--- src/hw/rtl/vsne_pkg.sv ---
package vsne_pkg;

    // default geometry
    localparam int CHUNK_SIDE_DEF    = 8;
    localparam int SMOOTH_RADIUS_DEF = 3;

    // field widths
    localparam int POS_W = 4;
    localparam int NRM_W = 16;
    localparam int WGT_W = 16;

    // accumulator and normalization widths (cover the largest radius)
    localparam int SUM_W  = 26;
    localparam int MAG_W  = SUM_W - 1;
    localparam int SQ_W   = 2 * MAG_W + 2;
    localparam int ROOT_W = SQ_W / 2;
    localparam int DIV_W  = ROOT_W + 16;
    localparam int QUO_W  = 16;

    localparam int UNIT_Q14 = 16384;

    // input op codes
    localparam logic [1:0] OP_LOAD  = 2'd0;
    localparam logic [1:0] OP_COMP  = 2'd1;
    localparam logic [1:0] OP_CLEAR = 2'd2;

    // command kinds between front and back
    localparam logic [1:0] CMD_LOAD  = 2'd0;
    localparam logic [1:0] CMD_COMP  = 2'd1;
    localparam logic [1:0] CMD_CLEAR = 2'd2;
    localparam logic [1:0] CMD_ZERO  = 2'd3;

    typedef struct packed {
        logic [1:0]       kind;
        logic [POS_W-1:0] x;
        logic [POS_W-1:0] y;
        logic [POS_W-1:0] z;
        logic             solid;
    } cmd_t;

    // Weight component round(2*h/s * 2^16) for odd h = 2a+1 on its own axis,
    // indexed {a_self, a_other0, a_other1}; s = sum of the three squares.
    localparam logic [WGT_W-1:0] WEIGHT_TAB [64] = '{
        16'(((1 << 18) + 3) / 6),     16'(((1 << 18) + 11) / 22),
        16'(((1 << 18) + 27) / 54),   16'(((1 << 18) + 51) / 102),
        16'(((1 << 18) + 11) / 22),   16'(((1 << 18) + 19) / 38),
        16'(((1 << 18) + 35) / 70),   16'(((1 << 18) + 59) / 118),
        16'(((1 << 18) + 27) / 54),   16'(((1 << 18) + 35) / 70),
        16'(((1 << 18) + 51) / 102),  16'(((1 << 18) + 75) / 150),
        16'(((1 << 18) + 51) / 102),  16'(((1 << 18) + 59) / 118),
        16'(((1 << 18) + 75) / 150),  16'(((1 << 18) + 99) / 198),
        16'(((3 << 18) + 11) / 22),   16'(((3 << 18) + 19) / 38),
        16'(((3 << 18) + 35) / 70),   16'(((3 << 18) + 59) / 118),
        16'(((3 << 18) + 19) / 38),   16'(((3 << 18) + 27) / 54),
        16'(((3 << 18) + 43) / 86),   16'(((3 << 18) + 67) / 134),
        16'(((3 << 18) + 35) / 70),   16'(((3 << 18) + 43) / 86),
        16'(((3 << 18) + 59) / 118),  16'(((3 << 18) + 83) / 166),
        16'(((3 << 18) + 59) / 118),  16'(((3 << 18) + 67) / 134),
        16'(((3 << 18) + 83) / 166),  16'(((3 << 18) + 107) / 214),
        16'(((5 << 18) + 27) / 54),   16'(((5 << 18) + 35) / 70),
        16'(((5 << 18) + 51) / 102),  16'(((5 << 18) + 75) / 150),
        16'(((5 << 18) + 35) / 70),   16'(((5 << 18) + 43) / 86),
        16'(((5 << 18) + 59) / 118),  16'(((5 << 18) + 83) / 166),
        16'(((5 << 18) + 51) / 102),  16'(((5 << 18) + 59) / 118),
        16'(((5 << 18) + 75) / 150),  16'(((5 << 18) + 99) / 198),
        16'(((5 << 18) + 75) / 150),  16'(((5 << 18) + 83) / 166),
        16'(((5 << 18) + 99) / 198),  16'(((5 << 18) + 123) / 246),
        16'(((7 << 18) + 51) / 102),  16'(((7 << 18) + 59) / 118),
        16'(((7 << 18) + 75) / 150),  16'(((7 << 18) + 99) / 198),
        16'(((7 << 18) + 59) / 118),  16'(((7 << 18) + 67) / 134),
        16'(((7 << 18) + 83) / 166),  16'(((7 << 18) + 107) / 214),
        16'(((7 << 18) + 75) / 150),  16'(((7 << 18) + 83) / 166),
        16'(((7 << 18) + 99) / 198),  16'(((7 << 18) + 123) / 246),
        16'(((7 << 18) + 99) / 198),  16'(((7 << 18) + 107) / 214),
        16'(((7 << 18) + 123) / 246), 16'(((7 << 18) + 147) / 294)
    };

endpackage

--- src/hw/rtl/vsne_norm.sv ---
module vsne_norm (
    input  logic                                clk,
    input  logic                                rst_n,
    input  logic                                start,
    input  logic signed [vsne_pkg::SUM_W-1:0]   sum_x,
    input  logic signed [vsne_pkg::SUM_W-1:0]   sum_y,
    input  logic signed [vsne_pkg::SUM_W-1:0]   sum_z,
    output logic                                done,
    output logic signed [vsne_pkg::NRM_W-1:0]   nrm_x,
    output logic signed [vsne_pkg::NRM_W-1:0]   nrm_y,
    output logic signed [vsne_pkg::NRM_W-1:0]   nrm_z
);

    localparam int MAG_W  = vsne_pkg::MAG_W;
    localparam int SQ_W   = vsne_pkg::SQ_W;
    localparam int ROOT_W = vsne_pkg::ROOT_W;
    localparam int DIV_W  = vsne_pkg::DIV_W;
    localparam int QUO_W  = vsne_pkg::QUO_W;
    localparam int REM_W  = ROOT_W + 2;

    localparam logic [2:0] N_IDLE  = 3'd0;
    localparam logic [2:0] N_SQ    = 3'd1;
    localparam logic [2:0] N_ROOT  = 3'd2;
    localparam logic [2:0] N_DPREP = 3'd3;
    localparam logic [2:0] N_DIV   = 3'd4;
    localparam logic [2:0] N_FIN   = 3'd5;

    localparam logic [QUO_W-1:0] UNIT = QUO_W'(vsne_pkg::UNIT_Q14);

    logic [2:0]           state_reg;
    logic [2:0]           state_next;
    logic [4:0]           cnt_reg;
    logic [4:0]           cnt_next;
    logic [MAG_W-1:0]     mag_reg [3];
    logic [MAG_W-1:0]     mag_next [3];
    logic                 neg_reg [3];
    logic                 neg_next [3];
    logic [2*MAG_W-1:0]   prod_reg;
    logic [2*MAG_W-1:0]   prod_next;
    logic [SQ_W-1:0]      sq_reg;
    logic [SQ_W-1:0]      sq_next;
    logic [SQ_W-1:0]      rad_reg;
    logic [SQ_W-1:0]      rad_next;
    logic [ROOT_W-1:0]    root_reg;
    logic [ROOT_W-1:0]    root_next;
    logic [REM_W-1:0]     rem_reg;
    logic [REM_W-1:0]     rem_next;
    logic [DIV_W-1:0]     drem_reg [3];
    logic [DIV_W-1:0]     drem_next [3];
    logic [DIV_W-1:0]     dsh_reg;
    logic [DIV_W-1:0]     dsh_next;
    logic [QUO_W-1:0]     quo_reg [3];
    logic [QUO_W-1:0]     quo_next [3];

    logic [MAG_W-1:0]     mul_op;
    logic [REM_W-1:0]     rem_sh;
    logic [REM_W-1:0]     trial;
    logic [QUO_W-1:0]     clamp [3];
    logic signed [vsne_pkg::SUM_W-1:0] sum_in [3];

    assign sum_in[0] = sum_x;
    assign sum_in[1] = sum_y;
    assign sum_in[2] = sum_z;

    assign mul_op = (cnt_reg == 5'd0) ? mag_reg[0] : ((cnt_reg == 5'd1) ? mag_reg[1] : mag_reg[2]);
    assign rem_sh = {rem_reg[ROOT_W-1:0], rad_reg[SQ_W-1 -: 2]};
    assign trial  = {root_reg, 2'b01};

    // sequencer: squares, bitwise root, three parallel long divisions
    always_comb
    begin
        state_next = state_reg;
        cnt_next   = cnt_reg;
        prod_next  = prod_reg;
        sq_next    = sq_reg;
        rad_next   = rad_reg;
        root_next  = root_reg;
        rem_next   = rem_reg;
        dsh_next   = dsh_reg;
        for (int i = 0; i < 3; i++)
        begin
            mag_next[i]  = mag_reg[i];
            neg_next[i]  = neg_reg[i];
            drem_next[i] = drem_reg[i];
            quo_next[i]  = quo_reg[i];
        end
        unique case (state_reg)
            N_IDLE:
            begin
                if (start)
                begin
                    for (int i = 0; i < 3; i++)
                    begin
                        neg_next[i] = sum_in[i][vsne_pkg::SUM_W-1];
                        mag_next[i] = sum_in[i][vsne_pkg::SUM_W-1] ? MAG_W'(-sum_in[i])
                                                                  : MAG_W'(sum_in[i]);
                    end
                    sq_next    = '0;
                    cnt_next   = 5'd0;
                    state_next = N_SQ;
                end
            end
            N_SQ:
            begin
                prod_next = mul_op * mul_op;
                if (cnt_reg != 5'd0)
                begin
                    sq_next = sq_reg + SQ_W'(prod_reg);
                end
                if (cnt_reg == 5'd3)
                begin
                    rad_next   = sq_reg + SQ_W'(prod_reg);
                    root_next  = '0;
                    rem_next   = '0;
                    cnt_next   = 5'd0;
                    state_next = N_ROOT;
                end
                else
                begin
                    cnt_next = cnt_reg + 5'd1;
                end
            end
            N_ROOT:
            begin
                if (rem_sh >= trial)
                begin
                    rem_next  = rem_sh - trial;
                    root_next = {root_reg[ROOT_W-2:0], 1'b1};
                end
                else
                begin
                    rem_next  = rem_sh;
                    root_next = {root_reg[ROOT_W-2:0], 1'b0};
                end
                rad_next = {rad_reg[SQ_W-3:0], 2'b00};
                if (cnt_reg == 5'(ROOT_W - 1))
                begin
                    state_next = N_DPREP;
                end
                else
                begin
                    cnt_next = cnt_reg + 5'd1;
                end
            end
            N_DPREP:
            begin
                // round(a*16384/len) = floor((a*32768 + len) / (2*len))
                for (int i = 0; i < 3; i++)
                begin
                    drem_next[i] = (DIV_W'(mag_reg[i]) << 15) + DIV_W'(root_reg);
                    quo_next[i]  = '0;
                end
                dsh_next = DIV_W'(root_reg) << 16;
                cnt_next = 5'd0;
                if (root_reg == '0)
                begin
                    state_next = N_FIN;
                end
                else
                begin
                    state_next = N_DIV;
                end
            end
            N_DIV:
            begin
                for (int i = 0; i < 3; i++)
                begin
                    if (drem_reg[i] >= dsh_reg)
                    begin
                        drem_next[i] = drem_reg[i] - dsh_reg;
                        quo_next[i]  = {quo_reg[i][QUO_W-2:0], 1'b1};
                    end
                    else
                    begin
                        quo_next[i] = {quo_reg[i][QUO_W-2:0], 1'b0};
                    end
                end
                dsh_next = dsh_reg >> 1;
                if (cnt_reg == 5'(QUO_W - 1))
                begin
                    state_next = N_FIN;
                end
                else
                begin
                    cnt_next = cnt_reg + 5'd1;
                end
            end
            N_FIN:
            begin
                state_next = N_IDLE;
            end
            default:
            begin
                state_next = N_IDLE;
            end
        endcase
    end

    // clamp and restore sign
    always_comb
    begin
        for (int i = 0; i < 3; i++)
        begin
            clamp[i] = (quo_reg[i] > UNIT) ? UNIT : quo_reg[i];
        end
    end

    assign done  = (state_reg == N_FIN);
    assign nrm_x = neg_reg[0] ? -$signed(clamp[0]) : $signed(clamp[0]);
    assign nrm_y = neg_reg[1] ? -$signed(clamp[1]) : $signed(clamp[1]);
    assign nrm_z = neg_reg[2] ? -$signed(clamp[2]) : $signed(clamp[2]);

    always_ff @(posedge clk or negedge rst_n)
    begin
        if (!rst_n)
        begin
            state_reg <= N_IDLE;
            cnt_reg   <= 5'd0;
        end
        else
        begin
            state_reg <= state_next;
            cnt_reg   <= cnt_next;
        end
    end

    always_ff @(posedge clk)
    begin
        prod_reg <= prod_next;
        sq_reg   <= sq_next;
        rad_reg  <= rad_next;
        root_reg <= root_next;
        rem_reg  <= rem_next;
        dsh_reg  <= dsh_next;
        for (int i = 0; i < 3; i++)
        begin
            mag_reg[i]  <= mag_next[i];
            neg_reg[i]  <= neg_next[i];
            drem_reg[i] <= drem_next[i];
            quo_reg[i]  <= quo_next[i];
        end
    end

endmodule

--- config.mk ---
export PLATFORM = sky130hd
export DESIGN_NAME = vsne_norm
export DESIGN_NICKNAME = d
export VERILOG_FILES = /design/src/hw/rtl/vsne_pkg.sv /design/src/hw/rtl/vsne_norm.sv
export SDC_FILE = /design/constraint.sdc
export NUM_CORES = 2
export LEC_CHECK = 0
export BUFFER_PORTS_ARGS = -buffer_cell sky130_fd_sc_hd__buf_2
export CAP_MARGIN = 20
export CORE_UTILIZATION = 62
export DETAILED_ROUTE_END_ITERATION = 12
export HOLD_SLACK_MARGIN = 0.06
export PLACE_DENSITY = 0.79
export SYNTH_ARGS = -nofsm -noshare
export SYNTH_HDL_FRONTEND = slang
export SYNTH_SLANG_ARGS = --single-unit
--- constraint.sdc ---
create_clock -name clk -period 14.7 [get_ports clk]
set_input_delay 1.47 -clock clk [delete_from_list [all_inputs] [get_ports clk]]
set_output_delay 1.47 -clock clk [all_outputs]
set_load 0.005 [all_outputs]
# ---- Word level (Yosys, flattened, before mapping)
# Memories as Yosys holds them, arrays and structs flattened.
# Index checks and enable logic that the tools add are counted.
# Widths: inputs -> output; s select.
dict set report totals {
  regBits 256
  latchBits 0
  ramBits 252
  rom_bits 0
  in_bits 81
  out_inout_bits 49
  word_cells 109
  memories 4
}
dict set report op_classes {
  addsub 15
  n_mul 1
  div_mod_pow 0
  n_lt_le_gt_ge 7
  n_eq_ne 16
  n_shift 0
  n_mux 46
  bitwise 0
  reduce_logical 12
}
# name words width rd rd_ports_with_merged_regs wr line_no
set memory_table {}
lappend memory_table {drem_reg 3 42 3 0 3 vsne_norm.sv:48} ;# logic [DIV_W-1:0] drem_reg [3];
lappend memory_table {mag_reg 3 25 3 0 3 vsne_norm.sv:34} ;# logic [MAG_W-1:0] mag_reg [3];
lappend memory_table {quo_reg 3 16 3 0 3 vsne_norm.sv:52} ;# logic [QUO_W-1:0] quo_reg [3];
lappend memory_table {neg_reg 3 1 3 0 3 vsne_norm.sv:36} ;# logic neg_reg [3];
# op n
set op_table {}
lappend op_table {{$pmux 126 s2} 1}
lappend op_table {{$pmux 52 s2} 2}
lappend op_table {{$mux 52} 3}
lappend op_table {{$mux 75} 2}
lappend op_table {{$ge 42x42->1} 3}
lappend op_table {{$mux 42} 3}
lappend op_table {{$sub 42x42->42} 3}
lappend op_table {{$mux 25} 5}
lappend op_table {{$add 40x26->41} 3}
lappend op_table {{$pmux 26 s2} 2}
lappend op_table {{$mux 16} 6}
lappend op_table {{$pmux 48 s2} 1}
lappend op_table {{$pmux 42 s2} 1}
lappend op_table {{$mux 26} 3}
lappend op_table {{$neg 25->25} 3}
lappend op_table {{$add 52x50->52} 1}
lappend op_table {{$mul 25x25->50} 1}
lappend op_table {{$gt 16x15->1 const B} 3}
lappend op_table {{$neg 16->16} 3}
lappend op_table {{$ge 28x28->1} 1}
lappend op_table {{$logic_not 26->1} 1}
lappend op_table {{$sub 26x26->26} 1}
lappend op_table {{$pmux 5 s5} 1}
lappend op_table {{$mux 5} 4}
lappend op_table {{19 further kinds} 40}

# ---- Depth between registers and ports, before layout
# An unclocked memory read counts as a cell.
dict set report depth {
  word_depth 5
  depth_mapped 36
  mapped_depth_nobuf 33
}

# ---- Worst setup path after synthesis
# Ideal clock, no wire load.
dict set report synth_timing {
  path_type {input -> register}
  startpoint {in start}
  endpoint {reg sq_reg[0] (enable)}
  arrival_ps 9676
  required_ps 13959
  setup_slack_ps 4283
  cell_stages 2
  n_path_buf 0
  cell_sequence {nor2_1 -> a2111oi_0}
}
dict set report synth_via {
  elab_chain_len 2
}
# item line_no
set synth_lines {}
lappend synth_lines {{start, declared} vsne_norm.sv:4} ;# input logic start,
lappend synth_lines {{$ne 2x2->1 (no line)} --}
lappend synth_lines {{$reduce_and 3->1 (no line)} --}
lappend synth_lines {{end signal, assigned} vsne_norm.sv:230} ;# sq_reg <= sq_next;
lappend synth_lines {{end, declared} vsne_norm.sv:40} ;# logic [SQ_W-1:0] sq_reg;
# No other way between the ends.
# A chain may end at the register's enable or synchronous reset.

# ---- Worst setup path in the final report
dict set report layout_timing {
  startpoint {reg cnt_reg[1]}
  endpoint {reg prod_reg[46] (data pin)}
}
dict set report layout_via {
  elab_chain_len 4
  elab_cells_between_ends 5
  cone_classes {mul (1); eq/ne (1); mux (2); reduce/logical (1)}
}
# item line_no
set layout_lines {}
lappend layout_lines {{start, declared} vsne_norm.sv:32} ;# logic [4:0] cnt_reg;
lappend layout_lines {{start signal, assigned} vsne_norm.sv:223} ;# cnt_reg <= cnt_next;
lappend layout_lines {{$eq 5x1->1} vsne_norm.sv:65} ;# assign mul_op = (cnt_reg == 5'd0) ? mag_reg[0] : ((cnt_reg == 5'd1) ? mag_reg[1] : mag_reg[2]);
lappend layout_lines {{$mux 25} vsne_norm.sv:65}
lappend layout_lines {{$mux 25 *} vsne_norm.sv:65}
lappend layout_lines {{$mul 25x25->50 *} vsne_norm.sv:105} ;# prod_next = mul_op * mul_op;
lappend layout_lines {{end signal, assigned} vsne_norm.sv:229} ;# prod_reg <= prod_next;
lappend layout_lines {{end, declared} vsne_norm.sv:38} ;# logic [2*MAG_W-1:0] prod_reg;
# Every way passes the cells marked *; elsewhere a longest branch is shown, timed or not.

==> results summary <==
The flow ran to the end, and the final reports show no timing, DRC or antenna violations. On the final layout, the worst clock skew is 0.0650 ns. The cell count after placement is 6894. The share of synthesized area occupied by flip-flops and latches is 0.285. The via count of the first global-routing pass is 43000.

The worst register-to-register path begins at cnt_reg[1]. CTS placed an instance of sky130_fd_sc_hd__clkbuf_16 at the clock tree root. The startpoint type of the worst setup path is a register.

Data arrives at the worst endpoint at 10.49 ns. In the layout the commonest cells are sky130_fd_sc_hd__inv_1, sky130_fd_sc_hd__nand2_1, sky130_fd_sc_hd__edfxtp_1. The post-route antenna net violation count is 0. met2 is the most crowded layer. STA classifies the critical path endpoint as a register. The post-cts sizing count came out at 0. Clock latency on the worst-skew pair, taken at its later pin, is 0.66 ns.

The number of buffers inserted to repair setup after CTS is 0. The placed instances occupy a cell area of 54900 sq um. The wire length of the first global-routing pass came out at 237000 um. For the pin with the worst max-slew slack, the measured transition is 1.07 ns. The critical path required time is 15.08 ns.

The number of detailed-routing iterations run before antenna repair came out at 7. The flip-flop and latch count after synthesis is 507. The share of the synthesized area in the top cell type came out at 0.281. After the first detailed-routing iteration, the DRC count stood at 3933. The clock buffer count from CTS is 58. The area of the core region came out at 85100 sq um. The number of I/O pins is 130.

The DRC violation count after routing came out at 0. The per-cell via count in the routed design came out at 6.14. The time the worst path needs with I/O delays and setup came out at 10.11 ns. The highest attainable clock frequency came out at 98.9 MHz. The post-synth net total came out at 6777. Measured against its own limit, the worst slew margin works out to 0.286. The buffer depth of the longest clock path came out at 3. The critical path is of the reg2reg type. For this configuration, the core starts out at a cell density of 0.626. Counting stages on the worst path, the most repeated cell is sky130_fd_sc_hd__fa_1. The global-route usage over all layers came out at 0.354.

Synthesis produced 5796 cells. Summed over all layers, the routed wires come to 152000 um. The number of warnings printed during yosys synthesis came out at 0. The count of maximum capacitance violations came out at 0.

The fraction of registers with async set/reset came out at 0.0158. The count of endpoints failing hold in the final timing report came out at 0. The final clock period utilization by the worst path is 0.688.

By area the synthesized netlist is led by sky130_fd_sc_hd__edfxtp_1, sky130_fd_sc_hd__fa_1, sky130_fd_sc_hd__ha_1. The source of the worst hold timing path is rad_reg[2]. For met1 alone, demand over resource in global routing was 0.434. The number of port buffers is 129. The final-report setup violation count is 0.

The post-layout instance count excluding filler cells is 7018. The number of synthesized flops with an enable pin came out at 499. Summed over all instances, the cell type with the most area after synthesis is sky130_fd_sc_hd__edfxtp_1. The worst hold path terminates at rad_reg[4].

The tree built by TritonCTS fans out to 507 sinks. The final setup TNS is 0 ns. The remaining global-route overflow is 0. The weighted congestion reported at the end of routability-driven placement is 0.980. The initial antenna violation count is 8.

The flip-flop count of the largest register after layout came out at 126. In the global route stage, met3 resource usage came out at 0.0530. The fraction of final layout cells sized beyond drive strength 1 came out at 0.0575. The max-slew violation count is 0.

The final non-filler cell area is 57000 sq um. The detail-routed net length per standard cell came out at 21.7 um. The clock tree from TritonCTS is yes.

The worst reg2reg path endpoint is prod_reg[46]. On the worst path, the slowest cell contributes a delay of 0.81 ns. The die outline area is 87100 sq um. The library cell used most frequently in the layout, excluding fill and tap cells, is sky130_fd_sc_hd__inv_1. In the post-route analysis, the smallest setup slack over all paths is 4.59 ns. The number of rows in the core area is 107. The y dimension of the die came out at 295 um. The growth of design area from synthesis to finish came out at 7.10%. The most used flip-flop cell after synthesis is sky130_fd_sc_hd__edfxtp_1. Once detailed placement completed, the half-perimeter wirelength came to 119000 um.

The post-synthesis instance area came out at 53300 sq um. The mean post-synth cell area came out at 9.19 sq um. Setup repair after global routing left no endpoint under its margin. The reg-to-reg setup timing slack is 4.59 ns. The post-synthesis cell type count is 89. The met2 demand-to-capacity share in global routing is 0.594.

On the critical path, the stage with the largest delay is an instance of sky130_fd_sc_hd__clkinv_1. The number of nets in the layout is 6793. The count of cells along the worst register-to-register path came out at 31. The total of hold buffers inserted after clock tree synthesis came out at 0. The class of the tightest hold or removal check is reg2reg. The fill cell instance count of the final layout came out at 6884.

The setup slack after placement came out at 4.38 ns. The worst hold path was traced through 2 stages. The largest fanout of any net on the critical path is 27. The total number of vias came out at 43100. The H-tree depth came out at 2.

Entering global routing, the biggest net connects 97 pins. The clock-pin slew reported for the worst setup and hold paths after clock tree synthesis came out at 0.06 ns. The floorplan die width came out at 295 um.
==> per-stage QoR <==
step                      hold slack [ns]   util
after global placement              0.508  0.645
after global routing                0.519  0.670
after floorplan                     0.495      -
final                               0.499  0.670
after detailed placement            0.509  0.645
after CTS                           0.489  0.669
==> synth_stat cells, types with 54 or more instances <==
cell,n
sky130_fd_sc_hd__nand2_1,581
sky130_fd_sc_hd__o21a_1,54
sky130_fd_sc_hd__and3_1,82
sky130_fd_sc_hd__ha_1,428
sky130_fd_sc_hd__o21ai_0,341
sky130_fd_sc_hd__inv_1,844
sky130_fd_sc_hd__xor2_1,138
sky130_fd_sc_hd__xnor2_1,242
sky130_fd_sc_hd__nor3_1,56
sky130_fd_sc_hd__nand3_1,99
sky130_fd_sc_hd__nand4_1,69
sky130_fd_sc_hd__clkbuf_1,175
sky130_fd_sc_hd__nor2_1,498
sky130_fd_sc_hd__a21oi_1,348
sky130_fd_sc_hd__fa_1,472
sky130_fd_sc_hd__mux2i_1,60
sky130_fd_sc_hd__edfxtp_1,499
sky130_fd_sc_hd__a21o_1,141
==> kinds of logic after synthesis <==
logic type               synth area share
AND/OR/NAND/NOR                     0.137
XOR/XNOR                           0.0625
adder cells (fa/ha/maj)             0.278
multiplexers                       0.0121
flip-flops                          0.285
AO/OA/AOI/OAI                       0.150
buffers and inverters              0.0752
==> critical path, delay by kind of cell (launching register included) <==
kind                       cells  cell delay, ns
DFF                            1            0.39
and+or+nand+nor                4            1.41
buffers and inverters          8            1.62
muxes                          1            0.23
AOI/OAI and AO/OA              8            1.92
adders and majority gates      9            4.10
xor gates and xnor gates       1            0.17
==> how the worst max path moves through the flow <==
stage	start	endpoint	cells after the start
floorplan	start	sq_reg[0]	2
finish	cnt_reg[1]	prod_reg[46]	31
CTS	cnt_reg[1]	prod_reg[46]	32
detailed placement	cnt_reg[1]	prod_reg[46]	32
global placement	cnt_reg[1]	prod_reg[46]	32
global route	cnt_reg[1]	prod_reg[46]	31
==> cell type report <==
cell class	instances	area [sq um]	share of cell area
Clock inverter	40	510	0.00895
Inverter	851	3190	0.0560
Sequential cell	507	15200	0.266
Multi-Input combinational cell	4226	34200	0.599
Tap cell	1144	1430	0.0251
Antenna cell	13	32.5	0.000570
Clock buffer	69	1550	0.0272
Timing Repair Buffer	168	971	0.0170
==> per-layer routing <==
metal | vias up | wire length, um
met3 | 444 | 12300
met5 | - | 20
li1 | 19800 | -
met2 | 1941 | 72200
met4 | 4 | 10500
met1 | 20800 | 57300
Power is left out: the tool's default activity adds up to more than one toggle a clock period on the data nets, which glitch-free logic cannot reach.
