===== src/hw/rtl/vsne_pkg.sv =====
package vsne_pkg;

    // default geometry
    localparam int CHUNK_SIDE_DEF    = 8;
    localparam int SMOOTH_RADIUS_DEF = 3;

    // field widths
    localparam int POS_W = 4;
    localparam int NRM_W = 16;
    localparam int WGT_W = 16;

    // accumulator and normalization widths (cover the largest radius)
    localparam int SUM_W  = 26;
    localparam int MAG_W  = SUM_W - 1;
    localparam int SQ_W   = 2 * MAG_W + 2;
    localparam int ROOT_W = SQ_W / 2;
    localparam int DIV_W  = ROOT_W + 16;
    localparam int QUO_W  = 16;

    localparam int UNIT_Q14 = 16384;

    // input op codes
    localparam logic [1:0] OP_LOAD  = 2'd0;
    localparam logic [1:0] OP_COMP  = 2'd1;
    localparam logic [1:0] OP_CLEAR = 2'd2;

    // command kinds between front and back
    localparam logic [1:0] CMD_LOAD  = 2'd0;
    localparam logic [1:0] CMD_COMP  = 2'd1;
    localparam logic [1:0] CMD_CLEAR = 2'd2;
    localparam logic [1:0] CMD_ZERO  = 2'd3;

    typedef struct packed {
        logic [1:0]       kind;
        logic [POS_W-1:0] x;
        logic [POS_W-1:0] y;
        logic [POS_W-1:0] z;
        logic             solid;
    } cmd_t;

    // Weight component round(2*h/s * 2^16) for odd h = 2a+1 on its own axis,
    // indexed {a_self, a_other0, a_other1}; s = sum of the three squares.
    localparam logic [WGT_W-1:0] WEIGHT_TAB [64] = '{
        16'(((1 << 18) + 3) / 6),     16'(((1 << 18) + 11) / 22),
        16'(((1 << 18) + 27) / 54),   16'(((1 << 18) + 51) / 102),
        16'(((1 << 18) + 11) / 22),   16'(((1 << 18) + 19) / 38),
        16'(((1 << 18) + 35) / 70),   16'(((1 << 18) + 59) / 118),
        16'(((1 << 18) + 27) / 54),   16'(((1 << 18) + 35) / 70),
        16'(((1 << 18) + 51) / 102),  16'(((1 << 18) + 75) / 150),
        16'(((1 << 18) + 51) / 102),  16'(((1 << 18) + 59) / 118),
        16'(((1 << 18) + 75) / 150),  16'(((1 << 18) + 99) / 198),
        16'(((3 << 18) + 11) / 22),   16'(((3 << 18) + 19) / 38),
        16'(((3 << 18) + 35) / 70),   16'(((3 << 18) + 59) / 118),
        16'(((3 << 18) + 19) / 38),   16'(((3 << 18) + 27) / 54),
        16'(((3 << 18) + 43) / 86),   16'(((3 << 18) + 67) / 134),
        16'(((3 << 18) + 35) / 70),   16'(((3 << 18) + 43) / 86),
        16'(((3 << 18) + 59) / 118),  16'(((3 << 18) + 83) / 166),
        16'(((3 << 18) + 59) / 118),  16'(((3 << 18) + 67) / 134),
        16'(((3 << 18) + 83) / 166),  16'(((3 << 18) + 107) / 214),
        16'(((5 << 18) + 27) / 54),   16'(((5 << 18) + 35) / 70),
        16'(((5 << 18) + 51) / 102),  16'(((5 << 18) + 75) / 150),
        16'(((5 << 18) + 35) / 70),   16'(((5 << 18) + 43) / 86),
        16'(((5 << 18) + 59) / 118),  16'(((5 << 18) + 83) / 166),
        16'(((5 << 18) + 51) / 102),  16'(((5 << 18) + 59) / 118),
        16'(((5 << 18) + 75) / 150),  16'(((5 << 18) + 99) / 198),
        16'(((5 << 18) + 75) / 150),  16'(((5 << 18) + 83) / 166),
        16'(((5 << 18) + 99) / 198),  16'(((5 << 18) + 123) / 246),
        16'(((7 << 18) + 51) / 102),  16'(((7 << 18) + 59) / 118),
        16'(((7 << 18) + 75) / 150),  16'(((7 << 18) + 99) / 198),
        16'(((7 << 18) + 59) / 118),  16'(((7 << 18) + 67) / 134),
        16'(((7 << 18) + 83) / 166),  16'(((7 << 18) + 107) / 214),
        16'(((7 << 18) + 75) / 150),  16'(((7 << 18) + 83) / 166),
        16'(((7 << 18) + 99) / 198),  16'(((7 << 18) + 123) / 246),
        16'(((7 << 18) + 99) / 198),  16'(((7 << 18) + 107) / 214),
        16'(((7 << 18) + 123) / 246), 16'(((7 << 18) + 147) / 294)
    };

endpackage


===== src/hw/rtl/vsne_front.sv =====
module vsne_front #(
    parameter int CHUNK_SIDE    = vsne_pkg::CHUNK_SIDE_DEF,
    parameter int SMOOTH_RADIUS = vsne_pkg::SMOOTH_RADIUS_DEF
) (
    input  logic                       clk,
    input  logic                       rst_n,
    input  logic                       in_valid,
    output logic                       in_ready,
    input  logic [1:0]                 op,
    input  logic [vsne_pkg::POS_W-1:0] pos_x,
    input  logic [vsne_pkg::POS_W-1:0] pos_y,
    input  logic [vsne_pkg::POS_W-1:0] pos_z,
    input  logic                       solid_bit,
    input  logic                       clr_busy,
    output vsne_pkg::cmd_t             cmd,
    output logic                       cmd_valid,
    input  logic                       cmd_ready
);

    localparam int GRID_SIDE = CHUNK_SIDE + 2 * SMOOTH_RADIUS;
    localparam logic [6:0] GRID_LIM  = 7'(GRID_SIDE);
    localparam logic [6:0] CHUNK_LIM = 7'(CHUNK_SIDE);

    logic           in_grid;
    logic           in_chunk;
    logic           keep;
    logic           push;
    logic           pop;
    vsne_pkg::cmd_t new_cmd;

    vsne_pkg::cmd_t q_reg [2];
    logic           wr_ptr_reg;
    logic           wr_ptr_next;
    logic           rd_ptr_reg;
    logic           rd_ptr_next;
    logic [1:0]     cnt_reg;
    logic [1:0]     cnt_next;

    // range checks on the coordinates
    assign in_grid  = ({3'b000, pos_x} < GRID_LIM) && ({3'b000, pos_y} < GRID_LIM)
                   && ({3'b000, pos_z} < GRID_LIM);
    assign in_chunk = ({3'b000, pos_x} < CHUNK_LIM) && ({3'b000, pos_y} < CHUNK_LIM)
                   && ({3'b000, pos_z} < CHUNK_LIM);

    // classify the beat; dropped beats are taken and forgotten
    always_comb
    begin
        new_cmd.x     = pos_x;
        new_cmd.y     = pos_y;
        new_cmd.z     = pos_z;
        new_cmd.solid = solid_bit;
        new_cmd.kind  = vsne_pkg::CMD_LOAD;
        keep          = 1'b0;
        unique case (op)
            vsne_pkg::OP_LOAD:
            begin
                new_cmd.kind = vsne_pkg::CMD_LOAD;
                keep         = in_grid;
            end
            vsne_pkg::OP_COMP:
            begin
                new_cmd.kind = in_chunk ? vsne_pkg::CMD_COMP : vsne_pkg::CMD_ZERO;
                keep         = 1'b1;
            end
            vsne_pkg::OP_CLEAR:
            begin
                new_cmd.kind = vsne_pkg::CMD_CLEAR;
                keep         = 1'b1;
            end
            default:
            begin
                keep = 1'b0;
            end
        endcase
    end

    // two-entry command queue
    assign in_ready  = (cnt_reg != 2'd2) && !clr_busy;
    assign push      = in_valid && in_ready && keep;
    assign cmd_valid = (cnt_reg != 2'd0);
    assign pop       = cmd_valid && cmd_ready;
    assign cmd       = q_reg[rd_ptr_reg];

    always_comb
    begin
        wr_ptr_next = push ? ~wr_ptr_reg : wr_ptr_reg;
        rd_ptr_next = pop ? ~rd_ptr_reg : rd_ptr_reg;
        cnt_next    = cnt_reg + {1'b0, push} - {1'b0, pop};
    end

    always_ff @(posedge clk or negedge rst_n)
    begin
        if (!rst_n)
        begin
            wr_ptr_reg <= 1'b0;
            rd_ptr_reg <= 1'b0;
            cnt_reg    <= 2'd0;
        end
        else
        begin
            wr_ptr_reg <= wr_ptr_next;
            rd_ptr_reg <= rd_ptr_next;
            cnt_reg    <= cnt_next;
        end
    end

    always_ff @(posedge clk)
    begin
        if (push)
        begin
            q_reg[wr_ptr_reg] <= new_cmd;
        end
    end

endmodule


===== config.mk =====
export PLATFORM = sky130hd
export DESIGN_NAME = vsne_front
export DESIGN_NICKNAME = d
export VERILOG_FILES = /design/src/hw/rtl/vsne_pkg.sv /design/src/hw/rtl/vsne_front.sv
export SDC_FILE = /design/constraint.sdc
export NUM_CORES = 1
export LEC_CHECK = 0
export BUFFER_PORTS_ARGS = -buffer_cell sky130_fd_sc_hd__buf_2
export CAP_MARGIN = 5
export CELL_PAD_IN_SITES_DETAIL_PLACEMENT = 1
export CELL_PAD_IN_SITES_GLOBAL_PLACEMENT = 1
export CORE_AREA = 2 2 65 67
export CTS_CLUSTER_SIZE = 20
export DETAILED_ROUTE_END_ITERATION = 8
export DIE_AREA = 0 0 67 69
export GPL_TIMING_DRIVEN = 0
export PLACE_DENSITY_LB_ADDON = 0.1
export SYNTH_ARGS = -nofsm -noshare
export SYNTH_HDL_FRONTEND = slang
export SYNTH_SLANG_ARGS = --single-unit

===== constraint.sdc =====
create_clock -name clk -period 1.6 [get_ports clk]
set_input_delay 0.08 -clock clk [delete_from_list [all_inputs] [get_ports clk]]
set_output_delay 0.08 -clock clk [all_outputs]
set_load 0.1 [all_outputs]

* After elaboration in Yosys (flattened, before gate mapping)
Memories as Yosys holds them, arrays and structs flattened.
Index checks and enable logic that the tools add are counted.
** Word-level totals
- Memory bits (writable) :: 30
- Memories :: 1
- Input bits :: 20
- Register bits after elaboration :: 4
- Word-level logic and storage cells :: 34
- Output and inout bits :: 17
** Cells by class
- Add/sub/neg operators :: 2
- $lt $le $gt $ge :: 6
- Eq/ne operators :: 3
- Multiplexer cells :: 5
- Reduce and logical (&&, ||, !) cells :: 12
- Bitwise logic cells :: 2
** Memory list
- q_reg :: words 2, bits a word 15, rd ports 1, clocked after Yosys merged registers in 0, write ports 1, line vsne_front.sv:31 : vsne_pkg::cmd_t q_reg [2];
** Operators with widths (count)
- 4-bit less-than comparator, second input constant :: 6
- 1-bit logical AND :: 8
- 2-bit case mux with 2 select lines :: 1
- 2-bit by 1-bit adder with 2-bit output :: 1
- 2-bit by 1-bit equality test with 1-bit output, second input constant :: 1
- 2-bit equality test, second input constant :: 1
- 2-bit zero test :: 1
- 1-bit two-way mux :: 2
- 2-bit two-way mux :: 1
- 2-bit != test, second input constant :: 1
- 1-bit NOT :: 2
- 1-bit case mux with 2 select lines :: 1
- 2-bit nonzero test :: 1
- 2-bit OR reduction :: 1
- 2-bit by 1-bit subtractor with 2-bit output :: 1
- 1-bit zero test :: 1

* Logic depth before layout (Yosys ltp)
Gate-level depths: netlist (run 1).
- Depth after elaboration :: 7
- Depth in mapped cells :: 7
- Depth with buffers taken out :: 7

* Worst setup path after synthesis (run 1)
No wires, ideal clock.
- Kind :: flip-flop to flip-flop
- From :: reg cnt_reg[1]
- To :: mem q_reg[0][0] (netlist name) (enable)
- Clock period less this slack :: 2.060 ns
- Setup time :: 0.342 ns
- Arrival time :: 1.718 ns
- Required time :: 1.258 ns
- Path buffers :: 0
- Stages on the path, launching flop included :: 4
- Setup slack :: -0.460 ns
- Path through :: dfrtp_1 -> a21oi_4 -> and4bb_4 -> nor2b_4
** Between the ends
- Cells in the longest elaborated chain, start to end :: 6
** Ends and longest elaborated chain
- start, declared :: line vsne_front.sv:36 : logic [1:0] cnt_reg;
- start signal, assigned :: line vsne_front.sv:103 : cnt_reg <= cnt_next;
- 2-bit != test :: line vsne_front.sv:78 : assign in_ready = (cnt_reg != 2'd2) && !clr_busy;
- 1-bit logical AND :: line vsne_front.sv:78
- named net in_ready :: line vsne_front.sv:8 : output logic in_ready,
- 1-bit logical AND (2 in a row) :: line vsne_front.sv:79 : assign push = in_valid && in_ready && keep;
- 1-bit two-way mux :: line vsne_front.sv:109 : if (push)
- 1-bit two-way mux (not written as such) :: line vsne_front.sv:111 : q_reg[wr_ptr_reg] <= new_cmd;
- end, declared :: line vsne_front.sv:31
The timed path passes the listed nets, and every way through them passes these cells.

* Worst setup path after layout (run 1)
- From :: reg cnt_reg[1]
- To :: mem q_reg[0][1] (netlist name) (enable)
** Between the ends
- Cells in the longest elaborated chain, start to end :: 6
** Ends and longest elaborated chain (line)
- 2-bit != test :: vsne_front.sv:78
- 1-bit logical AND :: vsne_front.sv:78
- 1-bit logical AND (2 in a row) :: vsne_front.sv:79
- 1-bit two-way mux :: vsne_front.sv:109
- 1-bit two-way mux (not written as such) :: vsne_front.sv:111
Every way passes these cells.

==> metrics, run 1 <==
adder-cell share of the synthesized area=5.25%; CP arrival=1.64 ns; fin. max-slew vios=0; fin area=2030 sq um; dpl cells=163; Async S/R FF share, synth=11.8%; Synth top cells by count=edfxtp_1, mux2_2, ha_1; I/O Pins=37; Die X=67 um; P per Cell Area=1860 nW/um^2; global route overflow=0; mux cell area share after synthesis=11.8%; register area=1000 sq um; most frequent cell after synthesis=edfxtp_1; initial antenna violation count=0; Core ar.=3910 sq um; crit-path cells=buf_6 > a21oi_4 > and4bb_4 > nor2b_4 > buf_12 > buf_16; CP endpoint kind=flop; R2R Setup Slk=-0.05 ns; Die Y=69 um; GP Congestion=0.750; Fill cells=412; htree depth=2; Place WS=-0.226 ns; Largest register FFs=30; Ant. Diodes=0; reg-to-reg critical path startpoint=cnt_reg[1]$_DFF_PN0_; maximum vdd drop=0.000980 V; Hold WC Path Type=primary input to flop; Syn Area/Cell=18.6 sq um; compound-gate portion of the synthesized area=2.98%; global-route wire length before repair=4440 um; fmax=607 MHz; simple-gate share of the synthesized area=5.17%; ANT nets after route=0; Hold Path Stages=1; Worst-path clk slew=0.06 ns; synthesized flop and latch total=34; die area=4620 sq um; worst reg-to-reg path cell count=6; number of flops mapped to enable cells by yosys=30; I/O Buffers=36; max incr delay on CP=0.40 ns; top_reg_cell synth=edfxtp_1; Multi-input gate area=438 sq um; Max-Slew Margin vs Limit=67.7%; Worst Clk Skew=0.00173 ns; Syn. warnings=0; crit path time final=1.65 ns; Synth Area in XOR/XNOR=2.98%; Via density=4.45; largest cells by area after synthesis=edfxtp_1, mux2_2, dfrtp_1; routed len/inst=14.8 um; nets=161; top cell type by total area after synthesis=edfxtp_1; Worst-Margin Slew=0.487 ns; Cells after Synth=77; placed instance area=1670 sq um; RSZ-0062 raised after global routing=yes; crit share post-route=103%; Slowest cell on crit path=dfrtp_1; RR Endpoint=q_reg[0][1]$_DFFE_PP_; layout cells sized above 1=59.6%; Netlist cell types=19; vias in the first global route=934; Vias=828; final wirelength=2760 um; Pwr Total=3.79 mW; worst hold path endpoint=q_reg[1][11]$_DFFE_PP_; Clock Tree Buf Depth=2; Seq/Total Area, Yosys=70.1%; row cnt=23; 1st-iter DRT viols=20; CP required=1.60 ns; Finished Core Util=52.0%; later-pin clock latency in the skew report=0.27 ns; PnR worst setup slack=-0.0473 ns; Mapped Area=1430 sq um; Max-cap violations=0; Finish-stage setup viols=7; largest net degree at the start of global routing=16; Hold Path Origin=pos_x[2]; HPWL Detailed=1840 um; violations in the final reports=negative setup slack; Finished Layout Cells=186; syn nets=103; startpoint types=flop; DRC=0; largest family of logic cells by synthesized area=multiplexers; Num CTS Buffers=5; Initial DRT Pass Iterations=3; Num Clock Sinks=34; Initial Utilization=36.5%; status=complete, but fails checks; area share of the largest cell type after synthesis=63.0%; Hold Vio Cnt, Final=0; crit path max fanout=7; CTS tree=yes; area grow syn2layout=42.4%; P_leak=0.793 nW; WS Path Type=flop to flop; All-Layer GR Usage=13.5%; root buffer cell=clkbuf_8
-- how the worst max path moves through the flow --
stage | from | end | cells past startpoint
6_report | cnt_reg[1]$_DFF_PN0_ | q_reg[0][1]$_DFFE_PP_ | 6
3_5_place_dp | op[0] | q_reg[0][0]$_DFFE_PP_ | 6
3_3_place_gp | op[0] | q_reg[0][9]$_DFFE_PP_ | 6
2_1_floorplan | cnt_reg[1]$_DFF_PN0_ | q_reg[0][0]$_DFFE_PP_ | 3
4_1_cts | cnt_reg[1]$_DFF_PN0_ | q_reg[0][2]$_DFFE_PP_ | 5
5_1_grt | cnt_reg[1]$_DFF_PN0_ | q_reg[0][11]$_DFFE_PP_ | 6
-- final cells by class --
cell class              instances  area share, %
multi-input cells              37           21.5
inverters                       4          0.738
clock buffers                   5           3.38
well taps                      50           3.08
plain buffers                   2           1.54
flip-flops and latches         34           49.2
clock inverters                 3          0.554
repair buffers                 51           20.0
-- routing by layer --
metal / vias to the layer above / track usage, % / share of wire [%]
met2: 24 / 21.3 / 50
met3: 4 / 5.22 / 5.9
met1: 398 / 15.9 / 43
met4: 0 / 6.12 / 1.2
li1: 402 / - / -
met5: - / 0 / 0
-- kinds of logic (layout without fill, tap and decap cells) --
family | Yosys count | after routing
buf+inv | 6 | 65
simple gates | 8 | 8
compound gates | 4 | 4
mux | 15 | 15
fa+ha+maj | 6 | 6
flops | 34 | 34
xor+xnor | 4 | 4
-- stage by stage --
stage	hold slack, ns	setup TNS (ns)
after floorplan	-0.216	-11.77
after global placement	-0.105	-3.77
after detailed placement	-0.105	-3.87
after CTS	0.000509	-0.170
after global routing	0.00220	-1.18
final	0.00964	-0.325
-- cells in the final DEF (no fill, tap or decap), drive strengths merged --
cell,synthesis,layout
or2,1,1
nand3,3,3
clkbuf,0,6
and2,2,2
o21a,1,1
xor2,2,2
buf,2,46
edfxtp,30,30
nor2b,1,1
a21oi,1,1
mux2,15,15
a41oi,1,1
xnor2,2,2
o31a,1,1
dfrtp,4,4
inv,4,4
dlygate4sd3,0,6
ha,6,6
clkinv,0,3
and4bb,1,1
-- what timing repair did --
action | CTS | global route
endpoints found under the setup margin | 25 | 26
setup buffers | 8 | 1
hold endpoints to repair | 14 | 0
pin swaps | 2 | 3
hold buffers | 6 | 0
gates cloned | 1 | 0
resized for setup | 27 | 8
-- worst max-delay path: cells and delay by family, from the launching register on --
kind | cells | cell delay, ns
AND/OR/NAND/NOR | 2 | 0.45
flip-flops | 1 | 0.40
buffers and inverters | 3 | 0.36
AO/OA/AOI/OAI | 1 | 0.15
-- power by group --
| part | internal [mW] | switching [mW] |
|---|---|---|
| combinational | 0.675 | 1.41 |
| clock | 0.290 | 0.285 |
| sequential | 1.08 | 0.0564 |
(Power assumes the default switching activity.)
==> inputs of run 2 (changes only) <==
- TNS_END_PERCENT: default -> 5
==> run 2 against run 1 <==
The run still ends with negative setup slack left; highest routed layer unchanged; sequential power barely moved; non-clock buffer count decreased by 2; clock power increased by 2%; clock skew increased by 0.0022 ns.
==> metrics, run 2 (synthesis gave the netlist of run 1 again) <==
status=complete, but fails checks; violations in the final reports=negative setup slack; Slowest cell on crit path=dfrtp_1; RSZ-0062 raised after global routing=yes; fin area=1990 sq um; CP arrival=1.80 ns; final wirelength=2770 um; Num CTS Buffers=5; nets=159; maximum vdd drop=0.000677 V; crit share post-route=102%; most frequent cells in the layout=edfxtp_1, buf_2, mux2_2; Ant. Diodes=0; crit path max fanout=3; CP endpoint kind=flop; fin. max-slew vios=0; ANT nets after route=0; Finish-stage setup viols=1; initial antenna violation count=0; CP dominant cell by count=ha_4; row cnt=23; I/O Buffers=36; Hold Vio Cnt, Final=0; CTS tree=yes; CP required=1.76 ns; Initial Utilization=36.5%; Vias=834; DRC=0; Max-cap violations=0; Hold Slack=0.00661 ns; die area=4620 sq um; P_leak=0.777 nW; Largest register FFs=30; layout cells sized above 1=59.0%; dpl cells=163; htree depth=2; Place WS=-0.245 ns; startpoint types=flop; crit-path cells=or2_4 > and2_4 > ha_4 > inv_2 > ha_4 > xnor2_2 > xnor2_1; HPWL Detailed=1820 um; PnR worst setup slack=-0.0332 ns; Worst Clk Skew=0.00389 ns; area grow syn2layout=39.3%; fmax=612 MHz; Die X=67 um; Num Clock Sinks=34; Worst-Margin Slew=0.496 ns; vias in the first global route=906; Finished Layout Cells=184; commonest non-fill, non-tap cell in the layout=edfxtp_1; Worst-path clk slew=0.07 ns; root buffer cell=clkbuf_8; I/O Pins=37; global route overflow=0; Via density=4.53; max incr delay on CP=0.41 ns; Core ar.=3910 sq um; All-Layer GR Usage=13.1%; placed instance area=1670 sq um; largest net degree at the start of global routing=16; later-pin clock latency in the skew report=0.28 ns; routed len/inst=15.0 um; Fill cells=400; Max-Slew Margin vs Limit=67.1%; Clock Tree Buf Depth=2; WS Path Type=flop to flop; Finished Core Util=50.9%; Die Y=69 um; Initial DRT Pass Iterations=4; Hold WC Path Type=primary input to flop; P per Cell Area=1900 nW/um^2; crit path time final=1.63 ns; global-route wire length before repair=4310 um; 1st-iter DRT viols=38; GP Congestion=0.729
==> run 2: final timing paths <==
check / to / start / slack, ns / cells after the start
min: q_reg[1][6]$_DFFE_PP_ / pos_y[1] / 0.007 / 1
max reg2reg: cnt_reg[1]$_DFF_PN0_ / cnt_reg[1]$_DFF_PN0_ / -0.03 / 7
min in group asynchronous: cnt_reg[0]$_DFF_PN0_ / rst_n / 0.14 / 2
max in group asynchronous: wr_ptr_reg$_DFFE_PN0N_ / rst_n / 1.33 / 2
max: cnt_reg[1]$_DFF_PN0_ / cnt_reg[1]$_DFF_PN0_ / -0.03 / 7
min reg2reg: wr_ptr_reg$_DFFE_PN0N_ / wr_ptr_reg$_DFFE_PN0N_ / 0.58 / 1
==> run 2: critical path: cells and delay by family, from the launching register on <==
kind | cells | cell delay, ns
XOR/XNOR | 2 | 0.26
adder cells (fa/ha/maj) | 2 | 0.41
buffers and inverters | 1 | 0.04
flip-flops | 1 | 0.41
AND/OR/NAND/NOR | 2 | 0.39
==> run 2: repair_timing <==
action	CTS	global route
hold buffers	6	0
cloned	0	0
setup buffers	2	5
pin swaps	4	4
endpoints found under the hold margin	14	0
endpoints found under the setup margin	25	29
resized for setup	27	3
==> run 2: through the flow <==
step | TNS (ns) | total power [mW]
finish | -0.0332 | 3.78
global route | -0.155 | 3.95
CTS | -0.0817 | 3.71
detailed placement | -4.33 | 2.86
global placement | -3.77 | 2.84
floorplan | -11.77 | 2.61
==> run 2: cell type report <==
class	instances	area, sq um	area share [%]
clock inverter	2	8.76	0.440
multi-input combinational	37	438	22.0
timing repair buffer	49	362	18.2
tap	50	62.6	3.14
buffer	2	31.3	1.57
clock buffer	6	72.6	3.65
inverter	4	15.0	0.754
sequential	34	1000	50.3
==> run 2: per-layer routing <==
layer  vias up  wire, um  global-route usage (%)
li1        400         -                       -
met2        24      1390                    20.0
met3         8       138                    3.43
met4         0        58                    8.16
met5         -         0                       0
met1       402      1170                    16.1
==> run 2: power by group <==
group	switching, mW	leakage [nW]	internal, mW	total, mW
clock network	0.287	0.0426	0.299	0.585
registers	0.0605	0.319	1.08	1.14
logic	1.42	0.415	0.644	2.06
==> inputs of run 3 (changes only) <==
- GPL_TIMING_DRIVEN: 0 -> default
==> run 3 against run 2 <==
Fmax up 0.58%; die area did not move; register-to-register slack about the same; setup slack improved by 0.0095 ns; total power grew 8.0%; critical path type unchanged; clock power increased by 0.7%; clock skew shrank 0.0012 ns; sequential cell count is the same; cell area increased by 11%; the flow still finishes with violations (negative setup slack); final cell count up 2.7%.
==> metrics, run 3 (synthesis gave the netlist of run 1 again) <==
later-pin clock latency in the skew report=0.28 ns; Clock Tree Buf Depth=2; Finished Core Util=56.6%; Die X=67 um; status=complete, but fails checks; HPWL Detailed=1950 um; Largest register FFs=30; Hold Vio Cnt, Final=0; Num CTS Buffers=5; global-route wire length before repair=4790 um; DRC=0; nets=164; I/O Buffers=36; Worst-Margin Slew=0.485 ns; commonest non-fill, non-tap cell in the layout=edfxtp_1; Worst Clk Skew=0.00270 ns; Worst-path clk slew=0.07 ns; vias in the first global route=1,001; RR Endpoint=cnt_reg[1]$_DFF_PN0_; Pwr Total=4.09 mW; ANT nets after route=0; Hold Path Origin=pos_y[1]; Via density=4.49; Finished Layout Cells=189; CTS tree=yes; largest net degree at the start of global routing=16; WS Path Type=flop to flop; crit share post-route=101%; P_leak=0.867 nW; setup_tns=-0.124 ns; GP Congestion=0.674; All-Layer GR Usage=14.6%; Core ar.=3910 sq um; 1st-iter DRT viols=39; fmax=616 MHz; Num Clock Sinks=34; CP required=1.77 ns; Initial Utilization=36.5%; final wirelength=2950 um; Vias=849; Finish-stage setup viols=8; Max-cap violations=0; die area=4620 sq um; root buffer cell=clkbuf_8; Hold Path Stages=1; row cnt=23; Die Y=69 um; crit path max fanout=2; layout cells sized above 1=59.0%; Ant. Diodes=0; R2R Setup Slk=-0.02 ns; crit-path cells=or2_4 > and2_4 > ha_4 > inv_2 > ha_2 > xnor2_2 > xnor2_1; maximum vdd drop=0.000855 V; reg-to-reg critical path startpoint=cnt_reg[0]$_DFF_PN0_; fin. max-slew vios=0; initial antenna violation count=0; worst hold path endpoint=q_reg[0][6]$_DFFE_PP_; Slowest cell on crit path=dfrtp_1; htree depth=2; CP arrival=1.79 ns; CP endpoint kind=flop; Max-Slew Margin vs Limit=67.9%; max incr delay on CP=0.39 ns; P per Cell Area=1840 nW/um^2; crit path time final=1.62 ns; routed len/inst=15.6 um; global route overflow=0; PnR worst setup slack=-0.0237 ns; violations in the final reports=negative setup slack; Hold WC Path Type=primary input to flop; Initial DRT Pass Iterations=3; area grow syn2layout=55.1%; startpoint types=flop; worst reg-to-reg path cell count=7; dpl cells=167; most frequent cells in the layout=edfxtp_1, buf_2, buf_12; I/O Pins=37; Hold Slack=0.0150 ns; RSZ-0062 raised after global routing=yes
[run 3: changes by cell type in the layout (fill, tap and decap cells not counted), sizes merged]
cell	change
clkbuf	+1
buf	+1
dlygate4sd3	+3
[run 3: per-stage QoR]
step / setup WS (ns) / instance area (sq um)
after global placement: -0.0441 / 1960
after CTS: -0.00853 / 2170
final: -0.0237 / 2220
after floorplan: -0.434 / 1430
after detailed placement: -0.164 / 1960
after global routing: -0.0790 / 2220
[run 3: area by class of cell]
cell class              instances  area, sq um
well taps                      50         62.6
flip-flops and latches         34         1000
clock inverters                 2         8.76
inverters                       4         15.0
multi-input cells              37          428
repair buffers                 56          628
fillers                       379         1700
clock buffers                   6         72.6
[run 3: repair_timing]
item,in CTS,in global routing
hold buffers,9,0
endpoints found under the hold margin,20,0
resized for setup,4,4
endpoints found under the setup margin,1,31
gates cloned,0,1
setup buffers,2,2
pin swaps,2,2
[run 3: metal layers]
layer / up-vias / track usage (%) / wire (um)
met5: - / 0 / 0
met4: 0 / 8.16 / 51
met3: 4 / 4.40 / 156
met2: 25 / 23.4 / 1550
met1: 415 / 17.0 / 1190
li1: 405 / - / -
[run 3: worst max-delay path by stage]
stage                                 end                 start
global placement     cnt_reg[1]$_DFF_PN0_  cnt_reg[0]$_DFF_PN0_
CTS                  cnt_reg[1]$_DFF_PN0_  cnt_reg[0]$_DFF_PN0_
global route        q_reg[0][7]$_DFFE_PP_  cnt_reg[0]$_DFF_PN0_
floorplan           q_reg[0][0]$_DFFE_PP_  cnt_reg[1]$_DFF_PN0_
finish               cnt_reg[1]$_DFF_PN0_  cnt_reg[0]$_DFF_PN0_
detailed placement   cnt_reg[1]$_DFF_PN0_  cnt_reg[0]$_DFF_PN0_
[run 3: worst max-delay path: cells and delay by family, from the launching register on]
kind | cells | cell delay (ns)
XOR/XNOR | 2 | 0.26
buffers and inverters | 1 | 0.03
adder cells (fa/ha/maj) | 2 | 0.42
flip-flops | 1 | 0.39
AND/OR/NAND/NOR | 2 | 0.41
[run 3: report_power, final]
part           total [mW]  internal [mW]  switching [mW]
logic                2.35          0.912            1.44
clock network       0.589          0.299           0.291
registers            1.14           1.08          0.0685
